$ cat config.mk
export PLATFORM = sky130hd
export DESIGN_NAME = single_wire_pulse_width_transmitter
export DESIGN_NICKNAME = d
export VERILOG_FILES = /design/src/swpwt_pkg.sv /design/src/single_wire_pulse_width_transmitter.sv /design/src/swpwt_csr.sv /design/src/swpwt_engine.sv
export SDC_FILE = /design/constraint.sdc
export NUM_CORES = 1
export LEC_CHECK = 0
export ABC_CLOCK_PERIOD_IN_PS = 5700
export BUFFER_PORTS_ARGS = -buffer_cell sky130_fd_sc_hd__buf_2
export CAP_MARGIN = 20
export CORE_UTILIZATION = 30
export CTS_CLUSTER_SIZE = 40
export DETAILED_ROUTE_END_ITERATION = 12
export PLACE_DENSITY_LB_ADDON = 0.3
export SLEW_MARGIN = 20
export SYNTH_ARGS = -nofsm -noshare
export SYNTH_HDL_FRONTEND = slang
export SYNTH_HIERARCHICAL = 1
export SYNTH_SLANG_ARGS = --single-unit
$ cat constraint.sdc
create_clock -name clock -period 5.7 [get_ports clock]
set_clock_uncertainty 0.15 [all_clocks]
set_input_delay 0.285 -clock clock [delete_from_list [all_inputs] [get_ports clock]]
set_output_delay 0.285 -clock clock [all_outputs]
set_load 0.05 [all_outputs]
$ cat src/swpwt_pkg.sv
// swpwt_pkg: shared types and constants for the single-wire pulse-width transmitter
// holds the word structs, the timing register set, the phase encoding and register indexes
// no dependencies
package swpwt_pkg;

   // timing register file geometry
   localparam int unsigned RegCount = 8;
   localparam int unsigned RegIdxW  = $clog2(RegCount);
   localparam int unsigned AddrW    = RegIdxW + 2;
   localparam int unsigned DataW    = 32;
   localparam int unsigned TimeW    = 8;
   localparam int unsigned BitIdxW  = 3;

   // register indexes
   typedef enum logic [RegIdxW-1:0] {
      REG_ONE_LOW       = 3'd0,
      REG_ZERO_LOW      = 3'd1,
      REG_ONE_HIGH      = 3'd2,
      REG_ZERO_HIGH     = 3'd3,
      REG_ONE_STOP_HIGH = 3'd4,
      REG_ZERO_STOP_HIGH= 3'd5,
      REG_BREAK_LOW     = 3'd6,
      REG_BREAK_HIGH    = 3'd7
   } reg_idx_type;

   // reset values of the timing registers, in microsecond ticks
   localparam logic [TimeW-1:0] OneLowReset      = 8'd2;
   localparam logic [TimeW-1:0] ZeroLowReset     = 8'd7;
   localparam logic [TimeW-1:0] OneHighReset     = 8'd9;
   localparam logic [TimeW-1:0] ZeroHighReset    = 8'd4;
   localparam logic [TimeW-1:0] OneStopHighReset = 8'd21;
   localparam logic [TimeW-1:0] ZeroStopHighReset= 8'd16;
   localparam logic [TimeW-1:0] BreakLowReset    = 8'd14;
   localparam logic [TimeW-1:0] BreakHighReset   = 8'd5;

   // last bit of a byte, which takes the stop recovery time
   localparam logic [BitIdxW-1:0] LastBit = 3'd7;

   // input word kinds
   localparam logic ReqTick = 1'b0;
   localparam logic ReqLoad = 1'b1;

   // line phases
   typedef enum logic [2:0] {
      PH_IDLE      = 3'd0,
      PH_BIT_LOW   = 3'd1,
      PH_BIT_HIGH  = 3'd2,
      PH_BRK_LOW   = 3'd3,
      PH_BRK_HIGH  = 3'd4
   } phase_type;

   // timing register set
   typedef struct packed {
      logic [TimeW-1:0] one_low_us;
      logic [TimeW-1:0] zero_low_us;
      logic [TimeW-1:0] one_high_us;
      logic [TimeW-1:0] zero_high_us;
      logic [TimeW-1:0] one_stop_high_us;
      logic [TimeW-1:0] zero_stop_high_us;
      logic [TimeW-1:0] break_low_us;
      logic [TimeW-1:0] break_high_us;
   } timing_type;

   // input word
   typedef struct packed {
      logic             req_type;
      logic [7:0]       tx_byte;
      logic             end_of_frame;
   } req_item_type;

   // result word
   typedef struct packed {
      logic line_level;
      logic busy_res;
      logic accepted;
   } rsp_item_type;

endpackage

$ cat src/single_wire_pulse_width_transmitter.sv
// single_wire_pulse_width_transmitter: top level of the single-wire pulse-width line driver
// depends on swpwt_pkg, swpwt_csr and swpwt_engine
//
// Each input word is either a one-microsecond tick or a byte load; every word gives exactly
// one result word carrying the line level, the busy flag and whether a load was taken. A byte
// is sent least significant bit first, each bit a low time then a recovery time, with a break
// after bytes marked end of frame; all times come from eight 8-bit tick-count registers at
// byte addresses 0 to 28. A word passes through an input register and then the phase
// sequencer into the result register; one word is taken every cycle as long as results
// are drained, since the sequencer updates its phase and tick counter as each word is
// applied.
module single_wire_pulse_width_transmitter (
   input  logic                          clock,
   input  logic                          reset,
   input  logic                          req_valid,
   output logic                          req_ready,
   input  swpwt_pkg::req_item_type       req_data,
   output logic                          rsp_valid,
   input  logic                          rsp_ready,
   output swpwt_pkg::rsp_item_type       rsp_data,
   input  logic                          csr_psel,
   input  logic                          csr_penable,
   input  logic                          csr_pwrite,
   input  logic [swpwt_pkg::AddrW-1:0]   csr_paddr,
   input  logic [swpwt_pkg::DataW-1:0]   csr_pwdata,
   output logic [swpwt_pkg::DataW-1:0]   csr_prdata,
   output logic                          csr_pready
);

   swpwt_pkg::timing_type   timing;
   swpwt_pkg::req_item_type item_ff, item_in;
   logic                    item_valid_ff, item_valid_in;
   swpwt_pkg::rsp_item_type rsp_ff, rsp_in;
   logic                    rsp_valid_ff, rsp_valid_in;
   swpwt_pkg::rsp_item_type res;
   logic                    out_free;
   logic                    item_step;
   logic                    req_fire;

   swpwt_csr u_csr (
      .clock       (clock),
      .reset       (reset),
      .csr_psel    (csr_psel),
      .csr_penable (csr_penable),
      .csr_pwrite  (csr_pwrite),
      .csr_paddr   (csr_paddr),
      .csr_pwdata  (csr_pwdata),
      .csr_prdata  (csr_prdata),
      .csr_pready  (csr_pready),
      .timing      (timing)
   );

   // handshake control
   assign out_free  = !rsp_valid_ff || rsp_ready;
   assign item_step = item_valid_ff && out_free;
   assign req_ready = !item_valid_ff || out_free;
   assign req_fire  = req_valid && req_ready;

   // input register
   always_comb begin
      item_in       = req_fire ? req_data : item_ff;
      item_valid_in = req_fire || (item_valid_ff && !item_step);
   end

   always_ff @(posedge clock) begin
      if (reset) begin
         item_valid_ff <= 1'b0;
      end else begin
         item_valid_ff <= item_valid_in;
      end
   end

   always_ff @(posedge clock) begin
      item_ff <= item_in;
   end

   swpwt_engine u_engine (
      .clock  (clock),
      .reset  (reset),
      .step   (item_step),
      .item   (item_ff),
      .timing (timing),
      .res    (res)
   );

   // result register
   always_comb begin
      rsp_in       = item_step ? res : rsp_ff;
      rsp_valid_in = item_step || (rsp_valid_ff && !rsp_ready);
   end

   always_ff @(posedge clock) begin
      if (reset) begin
         rsp_valid_ff <= 1'b0;
      end else begin
         rsp_valid_ff <= rsp_valid_in;
      end
   end

   always_ff @(posedge clock) begin
      rsp_ff <= rsp_in;
   end

   assign rsp_valid = rsp_valid_ff;
   assign rsp_data  = rsp_ff;

endmodule

$ cat src/swpwt_csr.sv
// swpwt_csr: timing register file behind an APB-style write/read port
// depends on swpwt_pkg
module swpwt_csr (
   input  logic                              clock,
   input  logic                              reset,
   input  logic                              csr_psel,
   input  logic                              csr_penable,
   input  logic                              csr_pwrite,
   input  logic [swpwt_pkg::AddrW-1:0]       csr_paddr,
   input  logic [swpwt_pkg::DataW-1:0]       csr_pwdata,
   output logic [swpwt_pkg::DataW-1:0]       csr_prdata,
   output logic                              csr_pready,
   output swpwt_pkg::timing_type             timing
);

   logic [swpwt_pkg::TimeW-1:0] regs_ff [swpwt_pkg::RegCount];
   logic [swpwt_pkg::TimeW-1:0] regs_in [swpwt_pkg::RegCount];
   swpwt_pkg::reg_idx_type      idx;
   logic                        wr_en;

   assign csr_pready = 1'b1;
   assign idx   = swpwt_pkg::reg_idx_type'(csr_paddr[swpwt_pkg::AddrW-1:2]);
   assign wr_en = csr_psel && csr_penable && csr_pwrite;

   // write decode
   always_comb begin
      for (int i = 0; i < swpwt_pkg::RegCount; i++) begin
         regs_in[i] = regs_ff[i];
      end
      if (wr_en) begin
         regs_in[idx] = csr_pwdata[swpwt_pkg::TimeW-1:0];
      end
   end

   // register file with reset values
   always_ff @(posedge clock) begin
      if (reset) begin
         regs_ff[swpwt_pkg::REG_ONE_LOW]        <= swpwt_pkg::OneLowReset;
         regs_ff[swpwt_pkg::REG_ZERO_LOW]       <= swpwt_pkg::ZeroLowReset;
         regs_ff[swpwt_pkg::REG_ONE_HIGH]       <= swpwt_pkg::OneHighReset;
         regs_ff[swpwt_pkg::REG_ZERO_HIGH]      <= swpwt_pkg::ZeroHighReset;
         regs_ff[swpwt_pkg::REG_ONE_STOP_HIGH]  <= swpwt_pkg::OneStopHighReset;
         regs_ff[swpwt_pkg::REG_ZERO_STOP_HIGH] <= swpwt_pkg::ZeroStopHighReset;
         regs_ff[swpwt_pkg::REG_BREAK_LOW]      <= swpwt_pkg::BreakLowReset;
         regs_ff[swpwt_pkg::REG_BREAK_HIGH]     <= swpwt_pkg::BreakHighReset;
      end else begin
         for (int i = 0; i < swpwt_pkg::RegCount; i++) begin
            regs_ff[i] <= regs_in[i];
         end
      end
   end

   // read back, zero extended
   assign csr_prdata = {{(swpwt_pkg::DataW-swpwt_pkg::TimeW){1'b0}}, regs_ff[idx]};

   // register set to the engine
   assign timing.one_low_us        = regs_ff[swpwt_pkg::REG_ONE_LOW];
   assign timing.zero_low_us       = regs_ff[swpwt_pkg::REG_ZERO_LOW];
   assign timing.one_high_us       = regs_ff[swpwt_pkg::REG_ONE_HIGH];
   assign timing.zero_high_us      = regs_ff[swpwt_pkg::REG_ZERO_HIGH];
   assign timing.one_stop_high_us  = regs_ff[swpwt_pkg::REG_ONE_STOP_HIGH];
   assign timing.zero_stop_high_us = regs_ff[swpwt_pkg::REG_ZERO_STOP_HIGH];
   assign timing.break_low_us      = regs_ff[swpwt_pkg::REG_BREAK_LOW];
   assign timing.break_high_us     = regs_ff[swpwt_pkg::REG_BREAK_HIGH];

endmodule

$ cat src/swpwt_engine.sv
// swpwt_engine: line phase sequencer, one word applied per enabled cycle
// depends on swpwt_pkg; result is combinational and registered by the top level
module swpwt_engine (
   input  logic                   clock,
   input  logic                   reset,
   input  logic                   step,
   input  swpwt_pkg::req_item_type item,
   input  swpwt_pkg::timing_type  timing,
   output swpwt_pkg::rsp_item_type res
);

   swpwt_pkg::phase_type              phase_ff, phase_in;
   logic [swpwt_pkg::TimeW-1:0]       time_left_ff, time_left_in;
   logic [7:0]                        shift_byte_ff, shift_byte_in;
   logic [swpwt_pkg::BitIdxW-1:0]     bit_index_ff, bit_index_in;
   logic                              break_pending_ff, break_pending_in;

   logic                              cur_bit;
   logic                              next_bit;
   logic [swpwt_pkg::BitIdxW-1:0]     bit_next_idx;
   logic [swpwt_pkg::TimeW-1:0]       high_time;
   logic                              phase_done;

   // state register
   always_ff @(posedge clock) begin
      if (reset) begin
         phase_ff         <= swpwt_pkg::PH_IDLE;
         time_left_ff     <= '0;
         shift_byte_ff    <= '0;
         bit_index_ff     <= '0;
         break_pending_ff <= 1'b0;
      end else if (step) begin
         phase_ff         <= phase_in;
         time_left_ff     <= time_left_in;
         shift_byte_ff    <= shift_byte_in;
         bit_index_ff     <= bit_index_in;
         break_pending_ff <= break_pending_in;
      end
   end

   // bit selection and recovery time of the current bit
   assign cur_bit      = shift_byte_ff[bit_index_ff];
   assign bit_next_idx = bit_index_ff + 1'b1;
   assign next_bit     = shift_byte_ff[bit_next_idx];
   assign phase_done   = (time_left_ff <= 8'd1);

   always_comb begin
      if (bit_index_ff == swpwt_pkg::LastBit) begin
         high_time = cur_bit ? timing.one_stop_high_us : timing.zero_stop_high_us;
      end else begin
         high_time = cur_bit ? timing.one_high_us : timing.zero_high_us;
      end
   end

   // next state and result
   always_comb begin
      phase_in         = phase_ff;
      time_left_in     = time_left_ff;
      shift_byte_in    = shift_byte_ff;
      bit_index_in     = bit_index_ff;
      break_pending_in = break_pending_ff;
      res.accepted     = 1'b0;

      case (phase_ff)
         swpwt_pkg::PH_BIT_LOW: begin
            if (item.req_type == swpwt_pkg::ReqTick) begin
               if (phase_done) begin
                  phase_in     = swpwt_pkg::PH_BIT_HIGH;
                  time_left_in = high_time;
               end else begin
                  time_left_in = time_left_ff - 1'b1;
               end
            end
         end
         swpwt_pkg::PH_BIT_HIGH: begin
            if (item.req_type == swpwt_pkg::ReqTick) begin
               if (!phase_done) begin
                  time_left_in = time_left_ff - 1'b1;
               end else if (bit_index_ff != swpwt_pkg::LastBit) begin
                  bit_index_in = bit_next_idx;
                  phase_in     = swpwt_pkg::PH_BIT_LOW;
                  time_left_in = next_bit ? timing.one_low_us : timing.zero_low_us;
               end else if (break_pending_ff) begin
                  phase_in     = swpwt_pkg::PH_BRK_LOW;
                  time_left_in = timing.break_low_us;
               end else begin
                  phase_in     = swpwt_pkg::PH_IDLE;
                  time_left_in = '0;
               end
            end
         end
         swpwt_pkg::PH_BRK_LOW: begin
            if (item.req_type == swpwt_pkg::ReqTick) begin
               if (phase_done) begin
                  phase_in     = swpwt_pkg::PH_BRK_HIGH;
                  time_left_in = timing.break_high_us;
               end else begin
                  time_left_in = time_left_ff - 1'b1;
               end
            end
         end
         swpwt_pkg::PH_BRK_HIGH: begin
            if (item.req_type == swpwt_pkg::ReqTick) begin
               if (phase_done) begin
                  phase_in         = swpwt_pkg::PH_IDLE;
                  time_left_in     = '0;
                  break_pending_in = 1'b0;
               end else begin
                  time_left_in = time_left_ff - 1'b1;
               end
            end
         end
         default: begin
            // idle: ticks do nothing, a load starts bit 0 with the line low
            phase_in     = swpwt_pkg::PH_IDLE;
            time_left_in = '0;
            if (item.req_type == swpwt_pkg::ReqLoad) begin
               shift_byte_in    = item.tx_byte;
               break_pending_in = item.end_of_frame;
               bit_index_in     = '0;
               phase_in         = swpwt_pkg::PH_BIT_LOW;
               time_left_in     = item.tx_byte[0] ? timing.one_low_us : timing.zero_low_us;
               res.accepted     = 1'b1;
            end
         end
      endcase

      res.line_level = !((phase_in == swpwt_pkg::PH_BIT_LOW) ||
                         (phase_in == swpwt_pkg::PH_BRK_LOW));
      res.busy_res   = (phase_in != swpwt_pkg::PH_IDLE);
   end

   // a load is only taken from idle
   a_accept_from_idle: assert property (@(posedge clock) disable iff (reset)
      step && res.accepted |-> phase_ff == swpwt_pkg::PH_IDLE)
      else $error("load taken while line busy");

   // the counter stays cleared while idle
   a_idle_no_time: assert property (@(posedge clock)
      phase_ff == swpwt_pkg::PH_IDLE |-> time_left_ff == '0)
      else $error("time left non-zero in idle");

   // state only moves when a word is applied
   a_hold_without_step: assert property (@(posedge clock) disable iff (reset)
      !step |=> $stable(phase_ff) && $stable(time_left_ff) && $stable(bit_index_ff))
      else $error("state changed without a word");

   // reported busy matches the phase left behind
   a_busy_tracks_phase: assert property (@(posedge clock) disable iff (reset)
      step |=> (phase_ff != swpwt_pkg::PH_IDLE) == $past(res.busy_res))
      else $error("busy flag disagrees with phase");

endmodule
==> metrics, run 1 <==
maxcap violations 0; Pwr Density 245 nW/um^2; total placed cells including tap cells 835; first-pass GRT wire length 23600 um; CTS tree built; most frequent cells in the layout 96 x mux2i_1, 89 x dfxtp_1, 59 x nand2b_1; CTS clock-pin slew for the worst setup and hold paths 0.08 ns; fin crit share 0.523; CP delay by family, top adder cells; Synth Flop Type dfxtp_1; Critical Path Slowest Stage Cell ha_1; final non-filler cell area 6570 um^2; clock sink count 102; Core Region 19400 um^2; Rows 51; top cells by area, synth dfxtp_1 30%, mux2i_1 16%, mux4_1 6.6%, edfxtp_1 6.6%, nand2b_1 6.2%; largest fanout on the critical path 15; GR Overflow Total 0; relative slew slack 0.343; vias per cell 5.01; Worst EP required 5.62 ns; sequential share of the synthesized area 0.366; Final #Nets 649; Iteration-0 DRC Markers 293; vias in the first global route 4303; Mapped Cells 568; Ports 92; Yosys Warn Count 6; Starting Density 0.306; placed cell area 6180 um^2; Die H 143 um; chip width 143 um; Post-CTS Setup Inserts 0; CP endpoint kind register; RePlAce Congestion 0.844; average wire per standard cell 17.3 um; crit path kind reg -> reg; maximum VDD drop 0.170 mV; Die ar. 20300 um^2; EDFF count, synth 13; most frequent cell on the critical path ha_1; Longest Clk Path Bufs 2; FFs w/ async S/R, synth 0; largest net degree at the start of global routing 86; share of cells above drive strength 1 0.164; Fillers 1974; worst-skew pair later-pin latency 0.36 ns; TritonCTS Buffers 9; Synth top area share 0.300; # port buffers 40; CP Buf/Inv Count 0; Final HPWL DP 10200 um; Area Overhead vs Synth 10.7%; Leakage 2.89 nW; initial antenna violation count 0; Detailed Routing Iterations Pass 1 5; DRT antenna net count 0; RSZ-0062 raised after global routing no; Critical Path Source Type register; critical path's largest stage delay 0.80 ns; CTS HTree Levels 3; Tot GR Track Use 0.154; Synth Area per Inst 10.4 um^2; fin. max-slew vios 0; DRC 0; Worst Max-Slew Pin Slew 0.986 ns; number of failing hold endpoints at the final stage 0; Root Driver clkbuf_16; Distinct cells, synth 72; Post-Layout Cell Count 861; # setup viols final 0; most area-hungry cell type in the Yosys netlist dfxtp_1; status complete, no violations; Mapped Area 5930 um^2; Post-Route WL 14900 um; Antenna Cells 0; CP Cell Sequence ha_1 > ha_1 > a211oi_1 > a21o_1 > a221oi_1 > o221ai_1; Critical Path AT 2.91 ns; #FFs+latches synth 102; total negative setup slack 0 ns; final core occ 0.338; commonest non-fill, non-tap cell in the layout mux2i_1; min-delay worst type in -> reg; via count 4311; Tmin final 2.98 ns; fmax 335 MHz
## synth_stat cells (all sizes together), types with 4 or more instances
| cell type | number |
|---|---|
| clkbuf | 24 |
| buf | 41 |
| nor4 | 4 |
| a211oi | 5 |
| nor2 | 58 |
| mux2 | 11 |
| inv | 10 |
| mux2i | 97 |
| nand2 | 22 |
| a21oi | 10 |
| edfxtp | 13 |
| nand2b | 59 |
| nor2b | 5 |
| nor3 | 7 |
| o21ai | 16 |
| mux4 | 26 |
| and2 | 8 |
| ha | 4 |
| dfxtp | 89 |
| o211ai | 4 |
## cell families after synthesis
kind of cell | share of synthesized area
buffers and inverters | 0.0741
adders and majority gates | 0.00844
muxes | 0.297
other | 0.00127
AOI/OAI and AO/OA | 0.0817
and+or+nand+nor | 0.168
xor gates and xnor gates | 0.00295
DFF | 0.366
## cell type report
type	count	area, um^2	share of cell area
Clock inverter	7	63.8	0.00972
Inverter	10	37.5	0.00572
Timing Repair Buffer	54	330	0.0503
Tap cell	265	332	0.0505
Multi-Input combinational cell	414	3400	0.519
Clock buffer	9	225	0.0343
Sequential cell	102	2170	0.331
## timing repair
action                                  CTS  global route
endpoints found under the setup margin    0             0
resized for setup                         0             0
hold endpoints to repair                 10             0
hold buffers                             10             0
## routing by layer
layer  vias up  global-route usage  part of all wire
li1       2064                   -                 -
met4         0              0.0662             0.026
met5         -                   0                 0
met2       107               0.256              0.48
met3        23              0.0256             0.039
met1      2117               0.195              0.45
## tightest hold or removal path, stage by stage
cell     delay [ns]
buf_2          0.10
inv_1          0.06
a21oi_2        0.04
## stage by stage
| step | power [mW] | hold slack, ns | setup slack [ns] |
|---|---|---|---|
| after floorplan | 0.979 | 0.197 | 3.11 |
| after global placement | 1.01 | 0.315 | 2.79 |
| after detailed placement | 1.02 | 0.315 | 2.77 |
| after CTS | 1.62 | 0.0153 | 2.74 |
| after global routing | 1.68 | 0.0267 | 2.52 |
| final | 1.61 | 0.0236 | 2.72 |
## final timing paths
kind / start / slack [ns] / cells past startpoint / to
worst max-delay path: u_engine/bit_index_ff[0] / 2.72 / 6 / rsp_data[1]
worst min-delay path: req_valid / 0.02 / 3 / item_valid_ff
worst max register to register: u_engine/bit_index_ff[0] / 2.72 / 6 / rsp_data[1]
worst min register to register: u_csr/regs_ff[2][6] / 0.33 / 2 / u_csr/regs_ff[2][6]
## registers in the layout, indices dropped and copies added, names as in the netlist, 3 cells and up
name / cells
item_ff: 10
u_csr/regs_ff: 64
u_engine/bit_index_ff: 3
rsp_data: 3
u_engine/phase_ff: 3
u_engine/time_left_ff: 8
u_engine/shift_byte_ff: 8
## report_power, final
part,internal (mW),switching [mW],total (mW)
combinational,0.0830,0.161,0.244
sequential,0.744,0.0177,0.762
clock,0.306,0.298,0.605
Note: power is estimated with default switching activity, not from simulation.
==> run 2: changes to the inputs <==
--- a/config.mk
+++ b/config.mk
@@ -5,7 +5,7 @@
 export SDC_FILE = /design/constraint.sdc
 export NUM_CORES = 1
 export LEC_CHECK = 0
-export ABC_CLOCK_PERIOD_IN_PS = 5700
+export ABC_CLOCK_PERIOD_IN_PS = 2800
 export BUFFER_PORTS_ARGS = -buffer_cell sky130_fd_sc_hd__buf_2
 export CAP_MARGIN = 20
 export CORE_UTILIZATION = 30
==> constraint.sdc (replaced) <==
create_clock -name clock -period 2.8 [get_ports clock]
set_clock_uncertainty 0.15 [all_clocks]
set_input_delay 0.14 -clock clock [delete_from_list [all_inputs] [get_ports clock]]
set_output_delay 0.14 -clock clock [all_outputs]
set_load 0.05 [all_outputs]
==> run 2 against run 1 <==
Against the previous run:
- register-to-register slack got worse by 2.6 ns
- first-iteration DRC count down 12%
- combinational power rose by 120%
- largest cell class unchanged
- global-route usage up 0.52 points
- wire length increased by 4.1%
- worst setup slack got worse by 2.6 ns
- sequential power rose by 100%
- power up 110%
- flip-flop and latch count is the same
- via count up 3.8%
- maximum frequency increased by 13%
- cell count rose by 3.5%
==> metrics, run 2 (synthesized netlist as in run 1, its figures left out) <==
commonest non-fill, non-tap cell in the layout mux2i_1 (unchanged); fin. max-slew vios 0 (unchanged); maximum VDD drop 0.332 mV (was 0.170 mV); max reg flops 64 (unchanged); Area Overhead vs Synth 15.6% (was 10.7%); vias in the first global route 4396 (was 4303); clock sink count 102 (unchanged); status complete, no violations (unchanged); post-route setup slack 0.163 ns (was 2.72 ns); share of cells above drive strength 1 0.195 (was 0.164); Hold Path Sink u_csr/regs_ff[4][6] (was item_valid_ff); Post-Route WL 15500 um (was 14900 um); CTS tree built (unchanged); largest net degree at the start of global routing 40 (was 86); Core Region 19400 um^2 (unchanged); min-delay worst type in -> reg (unchanged); Tmin final 2.64 ns (was 2.98 ns); GR Overflow Total 0 (unchanged); Register Area 2170 um^2 (unchanged); Leakage 3.04 nW (was 2.89 nW); largest fanout on the critical path 8 (was 15); initial antenna violation count 0 (unchanged); relative slew slack 0.486 (was 0.343); Hold Crit Start csr_pwdata[6] (was req_valid); Critical Path AT 2.73 ns (was 2.91 ns); fmax 379 MHz (was 335 MHz); CTS clock-pin slew for the worst setup and hold paths 0.07 ns (was 0.08 ns); combinational fraction of design power 0.161 (was 0.151); average wire per standard cell 17.4 um (was 17.3 um); Worst Max-Slew Pin Slew 0.771 ns (was 0.986 ns); Largest regs u_csr/regs_ff: 64 flops, item_ff: 10 flops (unchanged); maxcap violations 0 (unchanged); DP Worst Slack 0.0870 ns (was 2.77 ns); Critical Path Source Type register (unchanged); Rows 51 (unchanged); most frequent cells in the layout 96 x mux2i_1, 89 x dfxtp_1, 59 x nand2b_1 (unchanged); chip width 143 um (unchanged); Final #Nets 679 (was 649); Detailed Routing Iterations Pass 1 5 (unchanged); # setup viols final 0 (unchanged); number of failing hold endpoints at the final stage 0 (unchanged); Starting Density 0.306 (unchanged); Critical Path Slowest Stage Cell mux4_1 (was ha_1); Tot GR Track Use 0.159 (was 0.154); CP delay by family, top multiplexers (was adder cells); Final HPWL DP 11000 um (was 10200 um); worst r2r src u_engine/bit_index_ff[0] (unchanged); total negative setup slack 0 ns (unchanged); Antenna Cells 0 (unchanged); DRC 0 (unchanged); vias per cell 5.02 (was 5.01); Fillers 1961 (was 1974); RePlAce Congestion 0.882 (was 0.844); switching part of the total 0.288 (was 0.296); RSZ-0062 raised after global routing no (unchanged); multi-input logic area 3420 um^2 (was 3400 um^2); worst-skew pair later-pin latency 0.36 ns (about the same); Die ar. 20300 um^2 (unchanged); CTS HTree Levels 3 (unchanged); critical path's largest stage delay 0.59 ns (was 0.80 ns); Pint 2.43 mW (was 1.13 mW); Root Driver clkbuf_16 (unchanged); CP Buf/Inv Count 0 (unchanged); CP Cell Sequence mux4_1 > mux2_4 > mux4_2 > a2111oi_2 > nor4_1 (was ha_1 > ha_1 > a211oi_1 > a21o_1 > a221oi_1 > o221ai_1); fin crit share 0.942 (was 0.523); most flop-heavy register u_csr/regs_ff (unchanged); Worst R2R End u_engine/time_left_ff[5] (was rsp_data[1]); hold depth 3 (unchanged); Longest Clk Path Bufs 2 (unchanged); via count 4476 (was 4311); crit path kind reg -> reg (unchanged); Die H 143 um (unchanged); Iteration-0 DRC Markers 259 (was 293); clock group share of total power 0.385 (was 0.376); reg2reg setup slack 0.16 ns (was 2.72 ns); DRT antenna net count 0 (unchanged); Ports 92 (unchanged); Worst EP required 2.89 ns (was 5.62 ns); # port buffers 40 (unchanged); sequential power share 0.454 (was 0.473); TritonCTS Buffers 9 (unchanged); WHS 0.106 ns (was 0.0236 ns); Pwr Density 497 nW/um^2 (was 245 nW/um^2); Pwr Total 3.41 mW (was 1.61 mW); CP endpoint kind register (unchanged); first-pass GRT wire length 24500 um (was 23600 um); r2r worst-path depth 5 (was 6); P_sw 0.981 mW (was 0.477 mW)
run 2: cell count changes in the layout (fill, tap and decap cells not counted), sizes merged:
cell,before,now
buf,44,66
bufinv,0,1
clkinvlp,2,3
dlygate4sd3,10,18
inv,14,12
run 2: worst max-delay path by stage:
stage / from / to / cells after the start
finish: u_engine/bit_index_ff[0] / u_engine/time_left_ff[5] / 5
global route: u_engine/bit_index_ff[0] / u_engine/time_left_ff[0] / 6
global placement: u_engine/bit_index_ff[0] / u_engine/time_left_ff[5] / 5
floorplan: u_engine/time_left_ff[2] / rsp_data[1] / 7
CTS: u_engine/bit_index_ff[0] / u_engine/time_left_ff[2] / 7
detailed placement: u_engine/bit_index_ff[0] / u_engine/time_left_ff[2] / 7
run 2: layout make-up:
cell class | count | area share
clock buffer | 9 | 0.0328
sequential | 102 | 0.317
clock inverter | 7 | 0.0119
timing repair buffer | 84 | 0.0858
multi-input combinational | 414 | 0.499
inverter | 10 | 0.00547
tap | 265 | 0.0484
run 2: stage by stage:
stage / util / cell area (um^2) / std cells
2_1_floorplan: - / 6020 / 591
3_3_place_gp: 0.328 / 6350 / 857
3_5_place_dp: 0.328 / 6350 / 857
4_1_cts: 0.353 / 6840 / 891
6_report: 0.353 / 6860 / 891
5_1_grt: 0.353 / 6860 / 891
run 2: power by group through the flow:
stage / clock network (mW) / registers, mW / logic (mW)
finish: 1.31 / 1.55 / 0.548
global placement: 0 / 1.58 / 0.516
floorplan: 0 / 1.58 / 0.418
global route: 1.40 / 1.55 / 0.589
detailed placement: 0 / 1.58 / 0.524
CTS: 1.33 / 1.55 / 0.546
run 2: repair_timing:
| action | 4_1_cts | 5_1_grt |
|---|---|---|
| endpoints found under the hold margin | 26 | 0 |
| setup endpoints to repair | 0 | 4 |
| hold buffers | 18 | 0 |
| setup buffers | 0 | 0 |
| gates resized for setup | 0 | 4 |
run 2: layer usage:
layer  track usage  wire [um]  vias to the layer above
li1              -          -                     2116
met1         0.208       7120                     2220
met2         0.264       7440                      127
met3        0.0276        674                       13
met4        0.0526        232                        0
met5             0          0                        -
run 2: worst min-delay path, cell delays in order:
cell      delay [ns]
buf_2           0.07
nand2b_1        0.18
mux2i_1         0.17
==> run 3: changes to the inputs <==
--- a/config.mk
+++ b/config.mk
@@ -8,11 +8,13 @@
 export ABC_CLOCK_PERIOD_IN_PS = 2800
 export BUFFER_PORTS_ARGS = -buffer_cell sky130_fd_sc_hd__buf_2
 export CAP_MARGIN = 20
+export CELL_PAD_IN_SITES_DETAIL_PLACEMENT = 2
+export CELL_PAD_IN_SITES_GLOBAL_PLACEMENT = 2
+export CORE_ASPECT_RATIO = 1.5
 export CORE_UTILIZATION = 30
 export CTS_CLUSTER_SIZE = 40
 export DETAILED_ROUTE_END_ITERATION = 12
 export PLACE_DENSITY_LB_ADDON = 0.3
-export SLEW_MARGIN = 20
 export SYNTH_ARGS = -nofsm -noshare
 export SYNTH_HDL_FRONTEND = slang
 export SYNTH_HIERARCHICAL = 1
==> run 3 against run 2 <==
Against the previous run:
- wire length increased by 19%
- worst hold slack got worse by 0.0028 ns
- combinational power increased by 2%
- sequential power about the same
- sequential share of layout area increased by 0.12 points
- die area about the same
- critical path depth unchanged
- global-route usage increased by 3.2 points
- maximum frequency decreased by 0.89%
- critical endpoint is now rsp_data[1]
- largest cell class unchanged
==> metrics, run 3 (synthesized netlist as in run 1, its figures left out) <==
Antenna Cells 0 (unchanged); Longest Clk Path Bufs 2 (unchanged); final core occ 0.355 (was 0.353); Area Overhead vs Synth 15.3% (was 15.6%); Worst Max-Slew Pin Slew 0.593 ns (was 0.771 ns); CTS tree built (unchanged); Tot GR Track Use 0.191 (was 0.159); Largest regs u_csr/regs_ff: 64 flops, item_ff: 10 flops (unchanged); Iteration-0 DRC Markers 178 (was 259); Final #Nets 679 (unchanged); post-route setup slack 0.139 ns (was 0.163 ns); number of failing hold endpoints at the final stage 0 (unchanged); Pwr Density 497 nW/um^2 (about the same); DRT antenna net count 0 (unchanged); total negative setup slack 0 ns (unchanged); crit path kind reg -> reg (unchanged); Pint 2.41 mW (was 2.43 mW); TritonCTS Buffers 9 (unchanged); average wire per standard cell 20.8 um (was 17.4 um); Die H 174 um (was 143 um); largest net degree at the start of global routing 71 (was 40); fin. max-slew vios 0 (unchanged); Critical Path Source Type register (unchanged); via count 4538 (was 4476); max reg flops 64 (unchanged); Pwr Total 3.40 mW (was 3.41 mW); chip width 117 um (was 143 um); maximum VDD drop 0.249 mV (was 0.332 mV); status complete, no violations (unchanged); DP Worst Slack 0.116 ns (was 0.0870 ns); Tmin final 2.66 ns (was 2.64 ns); worst-skew pair later-pin latency 0.35 ns (was 0.36 ns); Final HPWL DP 13400 um (was 11000 um); switching part of the total 0.290 (was 0.288); Critical Path AT 2.58 ns (was 2.73 ns); min-delay worst type in -> reg (unchanged); CTS clock-pin slew for the worst setup and hold paths 0.07 ns (about the same); P_sw 0.984 mW (was 0.981 mW); Post-Route WL 18400 um (was 15500 um); fin crit share 0.950 (was 0.942); initial antenna violation count 0 (unchanged); largest fanout on the critical path 5 (was 8); CTS HTree Levels 3 (unchanged); # port buffers 40 (unchanged); vias in the first global route 5051 (was 4396); Starting Density 0.308 (was 0.306); first-pass GRT wire length 28600 um (was 24500 um); maxcap violations 0 (unchanged); Rows 62 (was 51); Detailed Routing Iterations Pass 1 4 (was 5); clock group share of total power 0.380 (was 0.385); clock sink count 102 (unchanged); share of cells above drive strength 1 0.192 (was 0.195); # setup viols final 0 (unchanged); fmax 376 MHz (was 379 MHz); most frequent cells in the layout 96 x mux2i_1, 88 x dfxtp_1, 59 x nand2b_1 (was 96 x mux2i_1, 89 x dfxtp_1, 59 x nand2b_1); Core Region 19200 um^2 (was 19400 um^2); Ports 92 (unchanged); combinational fraction of design power 0.165 (was 0.161); vias per cell 5.15 (was 5.02); Die ar. 20300 um^2 (about the same); commonest non-fill, non-tap cell in the layout mux2i_1 (unchanged); relative slew slack 0.605 (was 0.486); most flop-heavy register u_csr/regs_ff (unchanged); WHS 0.103 ns (was 0.106 ns); sequential power share 0.455 (was 0.454); DRC 0 (unchanged); Worst EP required 2.72 ns (was 2.89 ns); Root Driver clkbuf_16 (unchanged); Fillers 2148 (was 1961); RePlAce Congestion 0.797 (was 0.882); GR Overflow Total 0 (unchanged); CP endpoint kind register (unchanged); Leakage 3.05 nW (was 3.04 nW); RSZ-0062 raised after global routing no (unchanged)
==> run 3: worst max-delay path, stage by stage, from the launching register on <==
cell and delay, ns:
dfxtp_1 0.32, or4_4 0.57, or4_1 0.65, nor3_1 0.31
a2bb2oi_1 0.25, o221ai_1 0.14
==> run 3: metrics by stage <==
| step | cell area, um^2 | cells |
|---|---|---|
| after global placement | 6350 | 848 |
| final | 6840 | 882 |
| after global routing | 6840 | 882 |
| after CTS | 6830 | 882 |
| after floorplan | 6020 | 591 |
| after detailed placement | 6350 | 848 |
==> run 3: worst paths after layout <==
check | from | end | slack [ns] | depth (start not counted)
min | csr_pwdata[5] | u_csr/regs_ff[0][5] | 0.10 | 3
max reg2reg | u_engine/time_left_ff[2] | rsp_data[1] | 0.14 | 5
min reg2reg | u_engine/break_pending_ff | u_engine/break_pending_ff | 0.33 | 2
max | u_engine/time_left_ff[2] | rsp_data[1] | 0.14 | 5
==> run 3: metal layers <==
layer	up-vias	GRT usage	share of wire	wire length, um
met2	76	0.371	0.57	10500
met5	-	0	0	0
met4	0	0.0659	0.023	431
met3	26	0.0251	0.020	361
li1	2111	-	-	-
met1	2325	0.204	0.38	7050
==> run 3: layout make-up <==
type | instances | area [um^2] | area share
Clock buffer | 9 | 225 | 0.0329
Multi-Input combinational cell | 414 | 3410 | 0.498
Clock inverter | 7 | 71.3 | 0.0104
Inverter | 10 | 37.5 | 0.00549
Tap cell | 256 | 320 | 0.0469
Timing Repair Buffer | 84 | 601 | 0.0879
Sequential cell | 102 | 2170 | 0.318
==> run 3: repair_timing <==
action	CTS	global route
setup endpoints to repair	0	2
hold buffers	18	0
endpoints found under the hold margin	25	0
buffers inserted	0	0
resized for setup	0	2
==> run 3: power groups by stage <==
stage	Clock [mW]	Combinational [mW]	Sequential, mW
2_1_floorplan	0	0.418	1.58
3_3_place_gp	0	0.529	1.58
3_5_place_dp	0	0.543	1.58
4_1_cts	1.35	0.565	1.55
5_1_grt	1.40	0.601	1.55
6_report	1.29	0.560	1.55
